File: src/rtl/dow_pkg.sv
// Shared types, constants and calendar tables for the day-of-week pipeline.
package dow_pkg;

   localparam int DAY_W   = 5;
   localparam int MONTH_W = 4;
   localparam int YEAR_W  = 14;
   localparam int WDAY_W  = 3;

   // floor(x / 100) == (x * RECIP_100) >> RECIP_SHIFT for every x below 2**15.
   localparam int RECIP_W     = 13;
   localparam int RECIP_SHIFT = 19;
   localparam logic [RECIP_W-1:0] RECIP_100 = 13'd5243;

   localparam int SUM_W = 16;
   localparam int FOLD_W = 6;

   // Day minus one plus the week offset of the calendar origin.
   localparam logic [SUM_W-1:0] DAY_BIAS = 16'd4;

   localparam logic [DAY_W-1:0] FEB_COMMON_DAYS = 5'd28;

   localparam logic [MONTH_W-1:0] MONTH_JAN = 4'd1;
   localparam logic [MONTH_W-1:0] MONTH_FEB = 4'd2;
   localparam logic [MONTH_W-1:0] MONTH_DEC = 4'd12;

   typedef struct packed {
      logic [DAY_W-1:0]   day;
      logic [MONTH_W-1:0] month;
      logic [YEAR_W-1:0]  year;
      logic [12:0]        q4;       // (year + 3) / 4
      logic [26:0]        p100y;    // year * RECIP_100
      logic [27:0]        p100;     // (year + 99) * RECIP_100
      logic [25:0]        p400;     // ((year + 399) / 4) * RECIP_100
   } stage_a_type;

   typedef struct packed {
      logic [SUM_W-1:0] sum;
      logic             date_ok;
   } stage_b_type;

   typedef struct packed {
      logic [FOLD_W-1:0] fold;
      logic              date_ok;
   } stage_c_type;

   function automatic logic [8:0] days_before_month(input logic [MONTH_W-1:0] m);
      logic [8:0] d;
      case (m)
         4'd1:    d = 9'd0;
         4'd2:    d = 9'd31;
         4'd3:    d = 9'd59;
         4'd4:    d = 9'd90;
         4'd5:    d = 9'd120;
         4'd6:    d = 9'd151;
         4'd7:    d = 9'd181;
         4'd8:    d = 9'd212;
         4'd9:    d = 9'd243;
         4'd10:   d = 9'd273;
         4'd11:   d = 9'd304;
         4'd12:   d = 9'd334;
         default: d = 9'd0;
      endcase
      return d;
   endfunction

   function automatic logic [DAY_W-1:0] month_length(input logic [MONTH_W-1:0] m,
                                                     input logic leap);
      logic [DAY_W-1:0] d;
      case (m)
         4'd2:    d = FEB_COMMON_DAYS + DAY_W'(leap);
         4'd4:    d = 5'd30;
         4'd6:    d = 5'd30;
         4'd9:    d = 5'd30;
         4'd11:   d = 5'd30;
         default: d = 5'd31;
      endcase
      return d;
   endfunction

endpackage

File: src/rtl/dow_day_count.sv
// Leap year, date check and day count (mod 7 equivalent) from the scaled quotients.
module dow_day_count (
   input  dow_pkg::stage_a_type a_i,
   output dow_pkg::stage_b_type b_o
);
   import dow_pkg::*;

   logic [7:0]        q100y;
   logic [8:0]        q100;
   logic [6:0]        q400;
   logic [14:0]       q100y_times;
   logic              div100;
   logic              leap;
   logic              month_ok;
   logic              day_ok;
   logic [SUM_W-1:0]  sum;

   assign q100y = a_i.p100y[26:RECIP_SHIFT];
   assign q100  = a_i.p100[27:RECIP_SHIFT];
   assign q400  = a_i.p400[25:RECIP_SHIFT];

   assign q100y_times = 15'(q100y) * 15'd100;
   assign div100      = (q100y_times == 15'(a_i.year));

   // A century year is a leap year only when its century count is a multiple of four.
   assign leap = (a_i.year[1:0] == 2'b00) && (!div100 || (q100y[1:0] == 2'b00));

   assign month_ok = (a_i.month >= MONTH_JAN) && (a_i.month <= MONTH_DEC);
   assign day_ok   = (a_i.day != '0) && (a_i.day <= month_length(a_i.month, leap));

   // 365 is one more than a whole number of weeks, so the year itself stands for 365 * year.
   assign sum = SUM_W'(a_i.year) + SUM_W'(a_i.q4) - SUM_W'(q100) + SUM_W'(q400)
              + SUM_W'(days_before_month(a_i.month)) + SUM_W'(a_i.day)
              + SUM_W'(leap && (a_i.month > MONTH_FEB)) + DAY_BIAS;

   assign b_o.sum     = sum;
   assign b_o.date_ok = month_ok && day_ok;

endmodule

File: src/rtl/day_of_week_from_date_top.sv
// A request accepted into stage A passes through stages B and C and the output register to the rsp_ port.
// Throughput: one request per cycle unless rsp_ready back-pressure stalls it; four stages with per-stage valid bits.
// Each stage refills as soon as the stage behind it moves, so bubbles close up.
// The reciprocal multiplies in the first stage and the long sum in the second set the depth.
// Reset clears all stage valid bits; payload registers are not reset.
// No state is kept between requests.
module day_of_week_from_date_top (
   input  logic                        clock,
   input  logic                        reset,
   input  logic                        req_valid,
   output logic                        req_ready,
   input  logic [dow_pkg::DAY_W-1:0]   req_day_num,
   input  logic [dow_pkg::MONTH_W-1:0] req_month_num,
   input  logic [dow_pkg::YEAR_W-1:0]  req_year_num,
   output logic                        rsp_valid,
   input  logic                        rsp_ready,
   output logic [dow_pkg::WDAY_W-1:0]  rsp_weekday,
   output logic                        rsp_date_valid
);
   import dow_pkg::*;

   logic        a_vld_ff, b_vld_ff, c_vld_ff, o_vld_ff;
   logic        a_rdy, b_rdy, c_rdy, o_rdy;
   stage_a_type a_in, a_ff;
   stage_b_type b_in, b_ff;
   stage_c_type c_in, c_ff;
   logic [WDAY_W-1:0] wday_in, wday_ff;
   logic              ok_ff;

   logic [14:0] y_p3, y_p99, y_p399;
   logic [17:0] sum_ext;
   logic [3:0]  fold2;

   // A stage may load when it is empty or its content moves on in the same cycle.
   assign o_rdy     = !o_vld_ff || rsp_ready;
   assign c_rdy     = !c_vld_ff || o_rdy;
   assign b_rdy     = !b_vld_ff || c_rdy;
   assign a_rdy     = !a_vld_ff || b_rdy;
   assign req_ready = a_rdy;

   // Stage A: form (year + 3) / 4 and scale the year and the shifted years by the reciprocal of 100.
   always_comb begin
      y_p3         = 15'(req_year_num) + 15'd3;
      y_p99        = 15'(req_year_num) + 15'd99;
      y_p399       = 15'(req_year_num) + 15'd399;
      a_in.day     = req_day_num;
      a_in.month   = req_month_num;
      a_in.year    = req_year_num;
      a_in.q4      = y_p3[14:2];
      a_in.p100y   = 27'(req_year_num) * 27'(RECIP_100);
      a_in.p100    = 28'(y_p99) * 28'(RECIP_100);
      a_in.p400    = 26'(y_p399[14:2]) * 26'(RECIP_100);
   end

   // Stage B: day count whose residue mod 7 is the weekday, and the date check.
   dow_day_count u_day_count (
      .a_i (a_ff),
      .b_o (b_in)
   );

   // Stage C: eight is one more than seven, so summing octal digits keeps the residue.
   always_comb begin
      sum_ext      = 18'(b_ff.sum);
      c_in.fold    = FOLD_W'(sum_ext[2:0]) + FOLD_W'(sum_ext[5:3]) + FOLD_W'(sum_ext[8:6])
                   + FOLD_W'(sum_ext[11:9]) + FOLD_W'(sum_ext[14:12])
                   + FOLD_W'(sum_ext[17:15]);
      c_in.date_ok = b_ff.date_ok;
   end

   // Output stage: final fold and a correction down to 0..6; an invalid date gives 0.
   always_comb begin
      fold2 = 4'(c_ff.fold[2:0]) + 4'(c_ff.fold[5:3]);
      if (!c_ff.date_ok) begin
         wday_in = '0;
      end else if (fold2 >= 4'd14) begin
         wday_in = WDAY_W'(fold2 - 4'd14);
      end else if (fold2 >= 4'd7) begin
         wday_in = WDAY_W'(fold2 - 4'd7);
      end else begin
         wday_in = WDAY_W'(fold2);
      end
   end

   always_ff @(posedge clock) begin
      if (reset) begin
         a_vld_ff <= 1'b0;
         b_vld_ff <= 1'b0;
         c_vld_ff <= 1'b0;
         o_vld_ff <= 1'b0;
      end else begin
         if (a_rdy) a_vld_ff <= req_valid;
         if (b_rdy) b_vld_ff <= a_vld_ff;
         if (c_rdy) c_vld_ff <= b_vld_ff;
         if (o_rdy) o_vld_ff <= c_vld_ff;
      end
   end

   always_ff @(posedge clock) begin
      if (a_rdy) a_ff <= a_in;
      if (b_rdy) b_ff <= b_in;
      if (c_rdy) c_ff <= c_in;
      if (o_rdy) begin
         wday_ff <= wday_in;
         ok_ff   <= c_ff.date_ok;
      end
   end

   assign rsp_valid      = o_vld_ff;
   assign rsp_weekday    = wday_ff;
   assign rsp_date_valid = ok_ff;

   a_invalid_zero : assert property (@(posedge clock) disable iff (reset)
      (o_vld_ff && !ok_ff) |-> (wday_ff == '0))
      else $error("invalid date produced a nonzero weekday");

   a_weekday_range : assert property (@(posedge clock) disable iff (reset)
      o_vld_ff |-> (wday_ff <= WDAY_W'(6)))
      else $error("weekday out of range");

   a_stall_holds_b : assert property (@(posedge clock) disable iff (reset)
      (b_vld_ff && !c_rdy) |=> (b_vld_ff && $stable(b_ff)))
      else $error("stalled stage B lost its request");

   a_stall_holds_c : assert property (@(posedge clock) disable iff (reset)
      (c_vld_ff && !o_rdy) |=> (c_vld_ff && $stable(c_ff)))
      else $error("stalled stage C lost its request");

   a_reset_empty : assert property (@(posedge clock)
      reset |=> (!a_vld_ff && !b_vld_ff && !c_vld_ff && !o_vld_ff))
      else $error("pipeline not empty after reset");

endmodule
File: config.mk
export PLATFORM = sky130hd
export DESIGN_NAME = day_of_week_from_date_top
export DESIGN_NICKNAME = d
export VERILOG_FILES = /design/src/rtl/dow_pkg.sv /design/src/rtl/dow_day_count.sv /design/src/rtl/day_of_week_from_date_top.sv
export SDC_FILE = /design/constraint.sdc
export NUM_CORES = 1
export LEC_CHECK = 0
export ABC_AREA = 0
export BUFFER_PORTS_ARGS = -buffer_cell sky130_fd_sc_hd__buf_2
export CAP_MARGIN = 25
export CORE_UTILIZATION = 35
export CTS_BUF_LIST = sky130_fd_sc_hd__clkbuf_8
export DETAILED_ROUTE_END_ITERATION = 10
export SYNTH_ARGS = -nofsm -noshare
export SYNTH_HDL_FRONTEND = slang
export SYNTH_SLANG_ARGS = --single-unit
File: constraint.sdc
create_clock -name clock -period 6.4 [get_ports clock]
set_clock_uncertainty 0.15 [all_clocks]
set_input_delay 0.64 -clock clock [delete_from_list [all_inputs] [get_ports clock]]
set_output_delay 0.64 -clock clock [all_outputs]
set_load 0.01 [all_outputs]
==> impl_results.html <==
<table>
<tr><th>Metric</th><th>Value</th></tr>
<tr><th colspan="2">Synth</th></tr>
<tr><td>Synthesized area divided by synthesized cell count</td><td>10.58 um^2</td></tr>
<tr><td>Main synth FF type</td><td>edfxtp_1</td></tr>
<tr><td>Library cells used by synthesis</td><td>58</td></tr>
<tr><td>Count of yosys warnings during synthesis</td><td>0</td></tr>
<tr><td>Portion of the post-synthesis area used by sequential elements</td><td>between 10% and 20%</td></tr>
<tr><td>Flop and latch count out of synthesis</td><td>101</td></tr>
<tr><td>Share of synthesized registers carrying an async set or reset</td><td>0%</td></tr>
<tr><td>Number of synthesized flops with an enable pin</td><td>between 80 and 90</td></tr>
<tr><td>Post-Syn Nets</td><td>~2,300</td></tr>
<tr><td>Post-synthesis instance area</td><td>around 17,000 um^2</td></tr>
<tr><td>Cell count after synthesis</td><td>~1,600</td></tr>
<tr><th colspan="2">Timing</th></tr>
<tr><td>Number of hold violations in the final report</td><td>0</td></tr>
<tr><td>Transition time at the pin with the least slew margin</td><td>0.8092 ns</td></tr>
<tr><td>Max-slew violation count</td><td>0</td></tr>
<tr><td>Maximum clock frequency</td><td>around 0.16 GHz</td></tr>
<tr><td>Worst hold margin</td><td>~0.28 ns</td></tr>
<tr><td>Fin crit period</td><td>6.245 ns</td></tr>
<tr><td>Setup slack of the critical path after layout</td><td>around 0.15 ns</td></tr>
<tr><td>RSZ-0062 raised after global routing</td><td>true</td></tr>
<tr><td>Portion of the clock cycle consumed by the worst path in the final layout</td><td>97.58%</td></tr>
<tr><td>Finish-stage setup viols</td><td>0</td></tr>
<tr><td>Rel. slew slack</td><td>between 40% and 50%</td></tr>
<tr><th colspan="2">Cells and area</th></tr>
<tr><td>Nets</td><td>around 2,500</td></tr>
<tr><td>Non-filler cells, final</td><td>2,521</td></tr>
<tr><td>Count of inserted antenna diode cells</td><td>0</td></tr>
<tr><td>Synth-to-Final Area Change</td><td>17.92%</td></tr>
<tr><td>Fraction of final layout cells with drive strength greater than 1</td><td>16.75%</td></tr>
<tr><td>Filler cell count</td><td>between 4,000 and 5,000</td></tr>
<tr><th colspan="2">CTS</th></tr>
<tr><td>Number of buffers between clock root and the deepest sink</td><td>2</td></tr>
<tr><td>Number of hold-repair buffers added at the cts stage</td><td>0</td></tr>
<tr><td>Deepest level of the CTS H-tree</td><td>3</td></tr>
<tr><td>Clock tree from TritonCTS</td><td>yes</td></tr>
<tr><td>Clock latency on the worst-skew pair</td><td>slightly below 0.4 ns</td></tr>
<tr><td>Clock transition at the register clock pins on the worst setup and hold paths after CTS</td><td>approximately 0.09 ns</td></tr>
<tr><td>Number of clock buffers inserted by TritonCTS</td><td>9</td></tr>
<tr><td>Number of sinks driven by the clock tree</td><td>slightly above 100</td></tr>
<tr><td>Root buffer cell</td><td>clkbuf_8</td></tr>
<tr><th colspan="2">Flow run</th></tr>
<tr><td>Max-Cap Viols</td><td>0</td></tr>
<tr><th colspan="2">Route</th></tr>
<tr><td>Wire length per cell after detailed routing</td><td>around 15 um</td></tr>
<tr><td>Detail-routed via count per cell</td><td>about 4.6</td></tr>
<tr><td>Routed vias</td><td>11,632</td></tr>
<tr><td>Initial DRT Pass Iterations</td><td>5</td></tr>
<tr><td>Post-route antenna net violation count</td><td>0</td></tr>
<tr><td>Initial drt markers</td><td>between 300 and 400</td></tr>
<tr><td>Total length of routed wires</td><td>between 30 and 40 mm</td></tr>
<tr><td>DRC violation count after routing</td><td>0</td></tr>
<tr><th colspan="2">Placement</th></tr>
<tr><td>Number of placed cells counting well taps</td><td>between 2,000 and 2,500</td></tr>
<tr><td>Placer congestion estimate</td><td>between 0.8 and 0.9</td></tr>
<tr><td>DP Worst Slack</td><td>-0.4630 ns</td></tr>
<tr><td>IO Port Bufs</td><td>32</td></tr>
<tr><td>Post-DP HPWL</td><td>around 33 mm</td></tr>
<tr><th colspan="2">Die</th></tr>
<tr><td>Core area</td><td>between 40,000 and 50,000 um^2</td></tr>
<tr><td>Initial core utilization</td><td>about 35%</td></tr>
<tr><td>Horiz. Die Dim</td><td>~220 um</td></tr>
<tr><td>I/O Pins</td><td>33</td></tr>
<tr><td>Site row count</td><td>approximately 80</td></tr>
<tr><td>Die Height</td><td>roughly 220 um</td></tr>
<tr><td>Die Area</td><td>50,280 um^2</td></tr>
<tr><th colspan="2">Critical path</th></tr>
<tr><td>Worst Path Class, Setup</td><td>primary input to flip-flop</td></tr>
<tr><td>Endpoint arrival time on the critical path</td><td>roughly 6.2 ns</td></tr>
<tr><td>Crit path from</td><td>req_year_num[1]</td></tr>
<tr><td>Crit path capture type</td><td>flip-flop</td></tr>
<tr><td>Critical Path Source Type</td><td>primary input</td></tr>
<tr><td>Path depth of the worst reg2reg path</td><td>26</td></tr>
<tr><td>Worst endpoint required time</td><td>6.39 ns</td></tr>
<tr><td>End of the worst register-to-register path</td><td>b_ff[15]$_DFFE_PP_</td></tr>
<tr><td>Setup slack on the worst flop-to-flop path</td><td>approximately 0.17 ns</td></tr>
<tr><td>Worst setup path endpoint</td><td>a_ff[51]$_DFFE_PN_</td></tr>
<tr><td>Worst-path fanout max</td><td>5</td></tr>
<tr><td>Reg-to-Reg Start</td><td>a_ff[76]$_DFFE_PN_</td></tr>
<tr><th colspan="2">Worst hold path</th></tr>
<tr><td>Class of the tightest hold or removal check</td><td>primary input to flip-flop</td></tr>
<tr><td>Depth of the worst hold-timing path</td><td>1</td></tr>
<tr><th colspan="2">Global route</th></tr>
<tr><td>Maximum number of pins on one net before global-route repair</td><td>39</td></tr>
<tr><td>Number of antenna violations at the first check in global routing</td><td>0</td></tr>
<tr><td>Wire length of the first global-routing pass</td><td>62.16 mm</td></tr>
<tr><td>Number of global-route vias before repair</td><td>roughly 13,000</td></tr>
<tr><td>Global Route Usage Sum</td><td>~15%</td></tr>
<tr><td>Residual overflow from global routing</td><td>0</td></tr>
<tr><th colspan="2">Run status</th></tr>
<tr><td>Result of the run</td><td>finished clean</td></tr>
</table>
## Yosys cell counts, drive strengths merged (18+ instances only)
cell type  instances  area, um^2
a21o              35       262.8
a21oi             58       294.0
edfxtp            88        2643
fa               224        4484
ha               408        5105
inv              403        1513
nand2             43       163.9
nand4             18       112.6
nor2              31       116.4
o21ai             37       185.2
xnor2             87       762.0
xor2              22       192.7
## cell usage in the layout, fill, tap and decap left out, types with 18 or more instances in the layout
| cell | Yosys | layout |
|---|---|---|
| fa_1 | 224 | 218 |
| o21ai_0 | 37 | 28 |
| edfxtp_1 | 88 | 88 |
| nor2_1 | 31 | 29 |
| inv_1 | 403 | 401 |
| buf_4 | 0 | 174 |
| a21oi_1 | 57 | 52 |
| ha_1 | 408 | 387 |
| nand4_1 | 18 | 18 |
| xnor2_1 | 87 | 76 |
| ha_4 | 0 | 18 |
| buf_2 | 1 | 32 |
| a21o_1 | 35 | 35 |
| nand2_1 | 42 | 40 |
| xor2_1 | 22 | 22 |
## how the worst min path moves through the flow
stage                                  from             endpoint  slack (ns)
after detailed placement  b_ff[0]$_DFFE_PP_    c_ff[0]$_DFFE_PP_        0.28
after floorplan           b_ff[0]$_DFFE_PP_    c_ff[0]$_DFFE_PP_        0.25
after global placement    b_ff[0]$_DFFE_PP_    c_ff[0]$_DFFE_PP_        0.27
after CTS                    req_day_num[2]  a_ff[114]$_DFFE_PN_        0.25
final                        req_day_num[2]  a_ff[114]$_DFFE_PN_        0.28
after global routing         req_day_num[4]  a_ff[116]$_DFFE_PN_        0.25
## timing repair
item,in CTS,in global routing
cloned,0,0
setup buffers,1,12
endpoints found under the setup margin,6,22
pin swaps,10,45
gates resized for setup,12,74
## metal layers
layer / wire length [um] / track usage, % / vias up / part of all wire, %
met5: 0 / 0 / - / 0
met2: 17930 / 27.15 / 126 / 49
met1: 17460 / 20.70 / 5659 / 48
met4: 418 / 2.085 / 0 / 1.1
met3: 860 / 1.803 / 23 / 2.3
li1: - / - / 5824 / -
## worst max-delay path, cell delays in order
cell	delay, ns
buf_2	0.13
clkinvlp_4	0.10
buf_4	0.11
ha_1	0.15
a21oi_2	0.07
nor2b_2	0.13
a21boi_1	0.07
buf_4	0.15
nor2b_4	0.22
nand2_2	0.13
xnor2_4	0.22
buf_6	0.15
fa_1	0.56
ha_2	0.19
inv_1	0.05
fa_1	0.48
inv_1	0.07
fa_1	0.56
fa_1	0.45
ha_4	0.25
a21oi_4	0.15
o21ai_1	0.09
or3_1	0.40
o211a_4	0.28
a21bo_2	0.22
a21oi_2	0.14
xnor2_1	0.07
## registers in the layout, summed over array words and instances, names as in the netlist, 3 cells and up, named ones only
signal	cells
c_ff	7
b_ff	17
rsp_weekday	3
a_ff	60
## layout make-up
cell class | instances | area [um^2] | area share [%]
flip-flops and latches | 101 | 2903 | 14.24
multi-input cells | 1127 | 13420 | 65.85
clock buffers | 9 | 123.9 | 0.6077
inverters | 403 | 1516 | 7.439
repair buffers | 210 | 1520 | 7.458
well taps | 664 | 830.8 | 4.076
clock inverters | 7 | 66.31 | 0.3253
## metrics by stage
step	setup TNS (ns)	instance area, um^2	util (%)
global placement	-4.253	19610	40.14
global route	-0.5856	20380	41.73
CTS	0	19860	40.65
finish	0	20380	41.73
detailed placement	-6.261	19610	40.14
floorplan	-0.02887	17390	-
## logic make-up (layout without fill, tap and decap cells)
family                     count (synthesis)  in the layout  share of synthesized area [%]
AOI/OAI and AO/OA                        215            215                          8.150
and+or+nand+nor                          164            164                          4.799
muxes                                      7              7                         0.4415
adders and majority gates                632            632                          55.47
DFF                                      101            101                          16.79
xor gates and xnor gates                 109            109                          5.523
buffers and inverters                    406            629                          8.823
Power is not shown: default switching activity piles up to over one toggle a cycle in this logic, so the estimate is an artifact.
